$ cat config.mk
export PLATFORM = sky130hd
export DESIGN_NAME = echo_pulse_trimmed_mean_ranger_core
export DESIGN_NICKNAME = d
export VERILOG_FILES = /design/src/hw/rtl/eptmr_pkg.sv /design/src/hw/rtl/eptmr_ctrl.sv /design/src/hw/rtl/eptmr_dp.sv /design/src/hw/rtl/echo_pulse_trimmed_mean_ranger_core.sv
export VERILOG_INCLUDE_DIRS = /design/src /design/src/hw/rtl
export SDC_FILE = /design/constraint.sdc
export NUM_CORES = 2
export LEC_CHECK = 0
export BUFFER_PORTS_ARGS = -buffer_cell sky130_fd_sc_hd__buf_2
export CAP_MARGIN = 15
export CORE_MARGIN = 2
export CORE_UTILIZATION = 58
export CTS_CLUSTER_SIZE = 40
export DETAILED_ROUTE_END_ITERATION = 12
export PLACE_DENSITY = 0.82
export SLEW_MARGIN = 10
export SYNTH_ARGS = -nofsm -noshare
export SYNTH_HDL_FRONTEND = slang
export SYNTH_SLANG_ARGS = --single-unit
$ cat constraint.sdc
create_clock -name i_clk -period 6.4 [get_ports i_clk]
set_clock_uncertainty 0.2 [all_clocks]
set_input_delay 1.28 -clock i_clk [delete_from_list [all_inputs] [get_ports i_clk]]
set_output_delay 1.28 -clock i_clk [all_outputs]
set_load 0.02 [all_outputs]
$ cat src/hw/rtl/echo_pulse_trimmed_mean_ranger_core_defines.svh
// ----------------------------------------------------------------------------
// Echo ranger assertion macros
// Shared concurrent assertion forms, clocked on i_clk, off during reset.
// ----------------------------------------------------------------------------
`ifndef ECHO_PULSE_TRIMMED_MEAN_RANGER_CORE_DEFINES_SVH
`define ECHO_PULSE_TRIMMED_MEAN_RANGER_CORE_DEFINES_SVH

// same-cycle implication
`define EPTMR_ASSERT_NOW(lbl, ante, cons, msg) \
    lbl: assert property (@(posedge i_clk) disable iff (!i_rst_n) (ante) |-> (cons)) \
        else $error(msg);

// next-cycle implication
`define EPTMR_ASSERT_NXT(lbl, ante, cons, msg) \
    lbl: assert property (@(posedge i_clk) disable iff (!i_rst_n) (ante) |=> (cons)) \
        else $error(msg);

// plain invariant
`define EPTMR_ASSERT_ALW(lbl, prop, msg) \
    lbl: assert property (@(posedge i_clk) disable iff (!i_rst_n) (prop)) \
        else $error(msg);

`endif

$ cat src/hw/rtl/eptmr_pkg.sv
// ----------------------------------------------------------------------------
// Echo ranger package
// Shared constants, state type and controller/datapath interface structs.
// ----------------------------------------------------------------------------
`timescale 1ns / 1ps
`default_nettype none

package eptmr_pkg;

    localparam int DATA_W           = 16;
    localparam int WINDOW_DEPTH_DEF = 10;
    localparam int MID_COUNT        = 4;
    localparam int MID_SHIFT        = 2;
    localparam int SUM_W            = DATA_W + MID_SHIFT;
    localparam int PROD_W           = 2 * DATA_W;
    localparam int FRAC_BITS        = 8;

    localparam int CFG_IDX_W = 1;
    localparam logic [CFG_IDX_W-1:0] CFG_WRAP_ADDEND = 1'b0;
    localparam logic [CFG_IDX_W-1:0] CFG_SCALE_Q8    = 1'b1;

    localparam logic [DATA_W-1:0] WRAP_ADDEND_RST = 16'd7999;
    localparam logic [DATA_W-1:0] SCALE_Q8_RST    = 16'd44;

    typedef enum logic [2:0] {
        ST_IDLE,
        ST_WIDTH,
        ST_MULT,
        ST_STORE,
        ST_COPY,
        ST_SORT,
        ST_SUM,
        ST_OUT
    } t_state;

    typedef struct packed {
        logic ld_start;
        logic ld_cap;
        logic calc_width;
        logic calc_prod;
        logic wr_window;
        logic copy;
        logic sort_step;
        logic sort_odd;
        logic calc_sum;
        logic ld_out;
    } t_dp_cmd;

    typedef struct packed {
        logic out_free;
    } t_dp_status;

endpackage

`default_nettype wire

$ cat src/hw/rtl/eptmr_ctrl.sv
// ----------------------------------------------------------------------------
// Echo ranger controller
// Edge tracking, measurement sequencing and sort pass counting.
// ----------------------------------------------------------------------------
`timescale 1ns / 1ps
`default_nettype none

module eptmr_ctrl #(
    parameter int WINDOW_DEPTH = eptmr_pkg::WINDOW_DEPTH_DEF
) (
    input  wire                    i_clk,
    input  wire                    i_rst_n,
    input  wire                    i_in_valid,
    output logic                   o_in_ready,
    input  wire eptmr_pkg::t_dp_status i_status,
    output eptmr_pkg::t_dp_cmd     o_cmd
);
    import eptmr_pkg::*;

    localparam int PASS_W = $clog2(WINDOW_DEPTH);

    t_state              r_state, n_state;
    logic                r_awaiting_fall, n_awaiting_fall;
    logic [PASS_W-1:0]   r_pass, n_pass;

    always_ff @(posedge i_clk) begin
        if (!i_rst_n) begin
            r_state         <= ST_IDLE;
            r_awaiting_fall <= 1'b0;
            r_pass          <= '0;
        end else begin
            r_state         <= n_state;
            r_awaiting_fall <= n_awaiting_fall;
            r_pass          <= n_pass;
        end
    end

    always_comb begin
        n_state         = r_state;
        n_awaiting_fall = r_awaiting_fall;
        n_pass          = r_pass;
        o_cmd           = '0;
        o_in_ready      = 1'b0;
        unique case (r_state)
            ST_IDLE: begin
                o_in_ready = 1'b1;
                if (i_in_valid) begin
                    if (!r_awaiting_fall) begin
                        o_cmd.ld_start  = 1'b1;
                        n_awaiting_fall = 1'b1;
                    end else begin
                        o_cmd.ld_cap    = 1'b1;
                        n_awaiting_fall = 1'b0;
                        n_state         = ST_WIDTH;
                    end
                end
            end
            ST_WIDTH: begin
                o_cmd.calc_width = 1'b1;
                n_state          = ST_MULT;
            end
            ST_MULT: begin
                o_cmd.calc_prod = 1'b1;
                n_state         = ST_STORE;
            end
            ST_STORE: begin
                o_cmd.wr_window = 1'b1;
                n_state         = ST_COPY;
            end
            ST_COPY: begin
                o_cmd.copy = 1'b1;
                n_pass     = '0;
                n_state    = ST_SORT;
            end
            ST_SORT: begin
                o_cmd.sort_step = 1'b1;
                o_cmd.sort_odd  = r_pass[0];
                if (r_pass == PASS_W'(WINDOW_DEPTH - 1)) begin
                    n_state = ST_SUM;
                end else begin
                    n_pass = r_pass + 1'b1;
                end
            end
            ST_SUM: begin
                o_cmd.calc_sum = 1'b1;
                n_state        = ST_OUT;
            end
            ST_OUT: begin
                if (i_status.out_free) begin
                    o_cmd.ld_out = 1'b1;
                    n_state      = ST_IDLE;
                end
            end
            default: begin
                n_state = ST_IDLE;
            end
        endcase
    end

endmodule

`default_nettype wire

$ cat src/hw/rtl/eptmr_dp.sv
// ----------------------------------------------------------------------------
// Echo ranger datapath
// Width with wrap, Q8.8 scaling, sample ring, odd-even sort, middle mean.
// ----------------------------------------------------------------------------
`timescale 1ns / 1ps
`default_nettype none

module eptmr_dp #(
    parameter int WINDOW_DEPTH = eptmr_pkg::WINDOW_DEPTH_DEF
) (
    input  wire                                 i_clk,
    input  wire                                 i_rst_n,
    input  wire                                 i_cfg_we,
    input  wire [eptmr_pkg::CFG_IDX_W-1:0]      i_cfg_idx,
    input  wire [eptmr_pkg::DATA_W-1:0]         i_cfg_data,
    input  wire [eptmr_pkg::DATA_W-1:0]         i_capture_value,
    input  wire eptmr_pkg::t_dp_cmd             i_cmd,
    output eptmr_pkg::t_dp_status               o_status,
    output logic                                o_out_valid,
    input  wire                                 i_out_ready,
    output logic [eptmr_pkg::DATA_W-1:0]        o_distance_mm,
    output logic [eptmr_pkg::DATA_W-1:0]        o_pulse_ticks
);
    import eptmr_pkg::*;

    localparam int SLOT_W    = $clog2(WINDOW_DEPTH);
    localparam int MID_FIRST = (WINDOW_DEPTH - MID_COUNT) / 2;

    logic [DATA_W-1:0] r_wrap_addend, r_scale_q8;
    logic [DATA_W-1:0] r_start, r_cap, r_width, r_width_ticks;
    logic [PROD_W-1:0] r_prod;
    logic [DATA_W-1:0] r_window [WINDOW_DEPTH];
    logic [DATA_W-1:0] r_sort   [WINDOW_DEPTH];
    logic [DATA_W-1:0] n_sort   [WINDOW_DEPTH];
    logic [SLOT_W-1:0] r_slot;
    logic [SUM_W-1:0]  r_sum, n_sum;
    logic              r_out_valid;
    logic [DATA_W-1:0] r_distance, r_ticks;

    logic [DATA_W:0]   wrap_sum, wrap_diff;
    logic [DATA_W-1:0] n_width, sample;

    // configuration
    always_ff @(posedge i_clk) begin
        if (!i_rst_n) begin
            r_wrap_addend <= WRAP_ADDEND_RST;
            r_scale_q8    <= SCALE_Q8_RST;
        end else if (i_cfg_we) begin
            unique case (i_cfg_idx)
                CFG_WRAP_ADDEND: r_wrap_addend <= i_cfg_data;
                CFG_SCALE_Q8:    r_scale_q8    <= i_cfg_data;
                default: ;
            endcase
        end
    end

    // width with wrap correction, clamped to 0..65535
    always_comb begin
        wrap_sum  = {1'b0, r_wrap_addend} + {1'b0, r_cap};
        wrap_diff = wrap_sum - {1'b0, r_start};
        if (r_cap < r_start) begin
            if (wrap_sum < {1'b0, r_start}) begin
                n_width = '0;
            end else if (wrap_diff[DATA_W]) begin
                n_width = '1;
            end else begin
                n_width = wrap_diff[DATA_W-1:0];
            end
        end else begin
            n_width = r_cap - r_start;
        end
    end

    assign sample = (|r_prod[PROD_W-1:DATA_W+FRAC_BITS]) ? '1
                  : r_prod[DATA_W+FRAC_BITS-1:FRAC_BITS];

    always_ff @(posedge i_clk) begin
        if (!i_rst_n) begin
            r_start <= '0;
        end else if (i_cmd.ld_start) begin
            r_start <= i_capture_value;
        end
    end

    always_ff @(posedge i_clk) begin
        if (i_cmd.ld_cap) begin
            r_cap <= i_capture_value;
        end
        if (i_cmd.calc_width) begin
            r_width <= n_width;
        end
        if (i_cmd.calc_prod) begin
            r_prod        <= r_width * r_scale_q8;
            r_width_ticks <= r_width;
        end
    end

    // sample ring
    always_ff @(posedge i_clk) begin
        if (!i_rst_n) begin
            for (int i = 0; i < WINDOW_DEPTH; i++) begin
                r_window[i] <= '0;
            end
            r_slot <= '0;
        end else if (i_cmd.wr_window) begin
            r_window[r_slot] <= sample;
            r_slot <= (r_slot == SLOT_W'(WINDOW_DEPTH - 1)) ? '0 : r_slot + 1'b1;
        end
    end

    // odd-even transposition step over disjoint neighbor pairs
    always_comb begin
        for (int i = 0; i < WINDOW_DEPTH; i++) begin
            n_sort[i] = r_sort[i];
        end
        for (int i = 0; i < WINDOW_DEPTH - 1; i++) begin
            if (((i % 2) == 1) == i_cmd.sort_odd && r_sort[i] > r_sort[i+1]) begin
                n_sort[i]   = r_sort[i+1];
                n_sort[i+1] = r_sort[i];
            end
        end
    end

    always_ff @(posedge i_clk) begin
        if (i_cmd.copy) begin
            for (int i = 0; i < WINDOW_DEPTH; i++) begin
                r_sort[i] <= r_window[i];
            end
        end else if (i_cmd.sort_step) begin
            for (int i = 0; i < WINDOW_DEPTH; i++) begin
                r_sort[i] <= n_sort[i];
            end
        end
    end

    always_comb begin
        n_sum = '0;
        for (int i = 0; i < MID_COUNT; i++) begin
            n_sum = n_sum + SUM_W'(r_sort[MID_FIRST + i]);
        end
    end

    always_ff @(posedge i_clk) begin
        if (i_cmd.calc_sum) begin
            r_sum <= n_sum;
        end
        if (i_cmd.ld_out) begin
            r_distance <= r_sum[SUM_W-1:MID_SHIFT];
            r_ticks    <= r_width_ticks;
        end
    end

    // output register
    always_ff @(posedge i_clk) begin
        if (!i_rst_n) begin
            r_out_valid <= 1'b0;
        end else if (i_cmd.ld_out) begin
            r_out_valid <= 1'b1;
        end else if (i_out_ready) begin
            r_out_valid <= 1'b0;
        end
    end

    assign o_status.out_free = !r_out_valid || i_out_ready;
    assign o_out_valid       = r_out_valid;
    assign o_distance_mm     = r_distance;
    assign o_pulse_ticks     = r_ticks;

endmodule

`default_nettype wire

$ cat src/hw/rtl/echo_pulse_trimmed_mean_ranger_core.sv
// ----------------------------------------------------------------------------
// Echo pulse trimmed-mean ranger
// Echo width from alternating edge captures, scaled to mm, filtered by the
// mean of the middle four samples of a sorted window.
//
//   channel   dir  handshake                   payload
//   s_axis    in   i_s_axis_tvalid/o_..tready  capture_value
//   m_axis    out  o_m_axis_tvalid/i_..tready  distance_mm, pulse_ticks
//   cfg       in   i_cfg_we                    i_cfg_idx, i_cfg_data
//
// A rising-edge item is taken while idle. A falling-edge item holds off input
// through the width, scale, store, copy, sort, sum and output states, and its
// result is then loaded into the output register. The odd-even sort runs one
// pass per cycle. Input is taken again once the result is loaded.
// A waiting result stalls only the final load into the output register.
// Synchronous active-low reset clears the window and edge state, restores config.
// ----------------------------------------------------------------------------
`timescale 1ns / 1ps
`default_nettype none
`include "echo_pulse_trimmed_mean_ranger_core_defines.svh"

module echo_pulse_trimmed_mean_ranger_core #(
    parameter int WINDOW_DEPTH = eptmr_pkg::WINDOW_DEPTH_DEF
) (
    input  wire                             i_clk,
    input  wire                             i_rst_n,
    input  wire                             i_s_axis_tvalid,
    output logic                            o_s_axis_tready,
    input  wire  [15:0]                     i_s_axis_tdata,  // [15:0] capture_value
    output logic                            o_m_axis_tvalid,
    input  wire                             i_m_axis_tready,
    output logic [31:0]                     o_m_axis_tdata,  // [15:0] distance_mm,
                                                             // [31:16] pulse_ticks
    input  wire                             i_cfg_we,
    input  wire  [eptmr_pkg::CFG_IDX_W-1:0] i_cfg_idx,
    input  wire  [eptmr_pkg::DATA_W-1:0]    i_cfg_data
);
    import eptmr_pkg::*;

    t_dp_cmd           cmd;
    t_dp_status        status;
    logic [DATA_W-1:0] distance_mm, pulse_ticks;

    eptmr_ctrl #(
        .WINDOW_DEPTH (WINDOW_DEPTH)
    ) u_ctrl (
        .i_clk      (i_clk),
        .i_rst_n    (i_rst_n),
        .i_in_valid (i_s_axis_tvalid),
        .o_in_ready (o_s_axis_tready),
        .i_status   (status),
        .o_cmd      (cmd)
    );

    eptmr_dp #(
        .WINDOW_DEPTH (WINDOW_DEPTH)
    ) u_dp (
        .i_clk           (i_clk),
        .i_rst_n         (i_rst_n),
        .i_cfg_we        (i_cfg_we),
        .i_cfg_idx       (i_cfg_idx),
        .i_cfg_data      (i_cfg_data),
        .i_capture_value (i_s_axis_tdata),
        .i_cmd           (cmd),
        .o_status        (status),
        .o_out_valid     (o_m_axis_tvalid),
        .i_out_ready     (i_m_axis_tready),
        .o_distance_mm   (distance_mm),
        .o_pulse_ticks   (pulse_ticks)
    );

    assign o_m_axis_tdata = {pulse_ticks, distance_mm};

    `EPTMR_ASSERT_NOW(a_no_result_overwrite, cmd.ld_out, !o_m_axis_tvalid || i_m_axis_tready, "result overwritten while waiting")
    `EPTMR_ASSERT_NXT(a_busy_after_fall, cmd.ld_cap, !o_s_axis_tready, "input taken during measurement")
    `EPTMR_ASSERT_ALW(a_cmd_exclusive, $onehot0({cmd.ld_start, cmd.ld_cap, cmd.wr_window, cmd.sort_step, cmd.ld_out}), "conflicting datapath commands")
    `EPTMR_ASSERT_NOW(a_load_only_on_accept, cmd.ld_start || cmd.ld_cap, i_s_axis_tvalid && o_s_axis_tready, "capture loaded without accept")

endmodule

`default_nettype wire
==> metrics <==
Die W 252 um; Worst Setup Start Kind flip-flop; Final Hold Viols 0; Buf+Inv Stages, Crit Path 3; min-delay worst type flip-flop to flip-flop; Critical Path End Type flip-flop; Multi-input gate area 0.0189 mm^2; syn_area_per_cell 10.1 um^2; flops & latches, synth 501; critical path's slowest cell fa_1; nets 4,158; DRC violations left 0; max_cap viols 0; Final ANT Viol Nets 0; f_max 160 MHz; most frequent cells in the layout 473 x inv_1, 440 x edfxtp_1, 414 x nand2_1; clock network fraction of design power 19.5%; FILL cells 4,523; global-route wire length before repair 140,000 um; min Tclk post-route 6.24 ns; ANT cells 0; DR pass1 iterations 7; CTS HTree Levels 2; register area share after synthesis 40.6%; Core ar. 0.0605 mm^2; layout cells sized above 1 8.34%; ys async rst share 0%; outcome complete, no violations; CTS tree built; R2R setup slack 0.16 ns; Distinct cells, synth 73; CP max FO 10; DR WL/cell 20.1 um; initial antenna violation count 0; max-slew violations 0; switching pwr 7.42 mW; critical path required time 6.59 ns; Arrival @ worst endpoint 6.43 ns; placed cells 4,285; Clk Latency, worst-skew pair 0.64 ns; DIE AREA 0.0634 mm^2; endpoints failing setup 0; syn nets 4,093; Crit path largest cell delay 0.60 ns; mapped cell area 0.0356 mm^2; max_slew headroom 13.4%; cell class contributing the biggest share of worst-path delay adder cells; Die Height 252 um; sw frac 41.3%; HPWL Detailed 64,700 um; FF+latch area 0.0144 mm^2; clock buffer depth 3; Yosys Warn Count 0; period utilisation layout 97.6%; Cells after Synth 3,511; initial core utilization 58.8%; largest net degree at the start of global routing 129; Synth Flop Type edfxtp_1; CP Cell Sequence buf_4 > and2_1 > fa_1 > inv_1 > fa_1 > inv_1 > ha_1 > fa_1 > fa_1 > fa_1 > ha_1 > a21o_1 > o21bai_1 > a21o_1 > a21oi_1 > o211ai_1 > a2111o_1 > a31oi_1 > xnor2_1; Static Leak 16.9 nW; detailed-route via count 26,400; post-DR vias/cell 6.00; fin area 0.0392 mm^2; GPL Wtd Cong 0.950; number of CTS-inserted buffers 54; Pint 10.5 mW; clock slew at the register clock pins of the worst setup and hold paths 0.06 ns; Iteration-0 DRC Markers 2,590; IO buf count 71; VDD IR-drop max 0.647 mV; final wirelength 88,400 um; GRT Total Usage 28.0%; EDFF count, synth 440; Power Dens Cells 458 mW/mm^2; total power draw 18.0 mW; Logic pwr share 55.9%; P&R area growth vs syn 10.0%; I/O pin total 72; Placement Cell Area 0.0369 mm^2; root buf cell clkbuf_16; Row Count 90; Worst Tran Pin Value 1.29 ns; Worst path most repeated cell fa_1; Num Clock Sinks 501; total grt overflow 0; number of global-route vias before repair 26,300; commonest non-fill, non-tap cell in the layout inv_1; Crit Path Category flip-flop to flip-flop; final cell count without fillers 4,403; sequential share of power 24.6%
[cell families after synthesis]
kind of cell | after synthesis | share of synthesized area (%)
multiplexers | 20 | 0.563
buffers and inverters | 621 | 6.67
XOR/XNOR | 86 | 2.14
adder cells (fa/ha/maj) | 544 | 23.6
flip-flops | 501 | 40.6
AND/OR/NAND/NOR | 1144 | 14.7
AO/OA/AOI/OAI | 595 | 11.8
[worst paths after layout]
path	to	cells past startpoint	startpoint
setup / recovery	u_dp.r_prod[18]	19	u_dp.r_width[4]
hold / removal	u_dp.o_pulse_ticks[2]	0	u_dp.r_width_ticks[2]
setup reg to reg	u_dp.r_prod[18]	19	u_dp.r_width[4]
hold reg to reg	u_dp.o_pulse_ticks[2]	0	u_dp.r_width_ticks[2]
[synthesized netlist by cell type (34+ instances only)]
cell	number	area share [%]
and2_1	141	2.5
inv_1	473	5.0
fa_1	213	12
nor3_1	46	0.65
a21o_1	76	1.6
a221o_1	34	0.96
nand2_1	414	4.4
nand3_1	70	0.98
o21ai_0	87	1.2
edfxtp_1	440	37
nor2b_1	42	0.74
clkbuf_1	132	1.4
ha_1	331	12
dfxtp_1	61	3.4
a21oi_1	102	1.4
nor2_1	314	3.3
a221oi_1	37	0.91
xnor2_1	66	1.6
a21boi_0	41	0.86
[power groups by stage]
| stage | clock [mW] | sequential [mW] | combinational (mW) |
|---|---|---|---|
| 5_1_grt | 3.64 | 4.44 | 11.3 |
| 2_1_floorplan | 0 | 4.41 | 6.96 |
| 3_3_place_gp | 0 | 4.50 | 8.51 |
| 4_1_cts | 3.52 | 4.43 | 9.05 |
| 6_report | 3.50 | 4.42 | 10.0 |
| 3_5_place_dp | 0 | 4.51 | 8.93 |
[layer usage]
metal	routed length, um	part of all wire [%]	track usage (%)	up-vias
met5	0	0	0	-
met1	35200	40	36.5	12700
met4	4200	4.8	12.3	0
met2	41600	47	46.6	1316
li1	-	-	-	12100
met3	7400	8.4	4.18	254
[metrics by stage]
step,setup slack (ns),hold slack [ns],util (%),setup TNS (ns)
CTS,0.0378,0.208,64.4,0
floorplan,0.270,0.200,-,0
global route,-0.0292,0.223,64.8,-0.0292
finish,0.157,0.204,64.8,0
detailed placement,0.0293,0.205,61.1,0
global placement,0.257,0.200,61.1,0
[repair_timing]
action                     4_1_cts  5_1_grt
setup endpoints to repair        3       12
hold buffers                     0        0
gates resized for setup          0       25
setup buffers                    4       12
pin swaps                        0        6
[layout make-up]
class                      instances  area share [%]
tap                              782            2.50
clock buffer                      63            3.61
timing repair buffer             157            2.59
sequential                       501            36.9
inverter                         473            4.53
clock inverter                    38            1.50
multi-input combinational       2389            48.4
[sequential cells by signal, summed over array words and instances, names as in the netlist]
name and count:
u_ctrl.r_state 3, u_dp.r_start 16, u_dp.r_window 160, u_dp.r_sum 16, u_ctrl.r_pass 4, u_dp.r_sort 160
u_dp.o_out_valid 1, u_dp.r_slot 4, u_dp.r_wrap_addend 16, u_dp.o_distance_mm 16, u_dp.r_cap 16, u_dp.r_width_ticks 16
u_dp.r_prod 24, u_dp.r_width 16, u_ctrl.r_awaiting_fall 1, u_dp.r_scale_q8 16, u_dp.o_pulse_ticks 16
No activity file was read; power rests on OpenSTA's default activity.
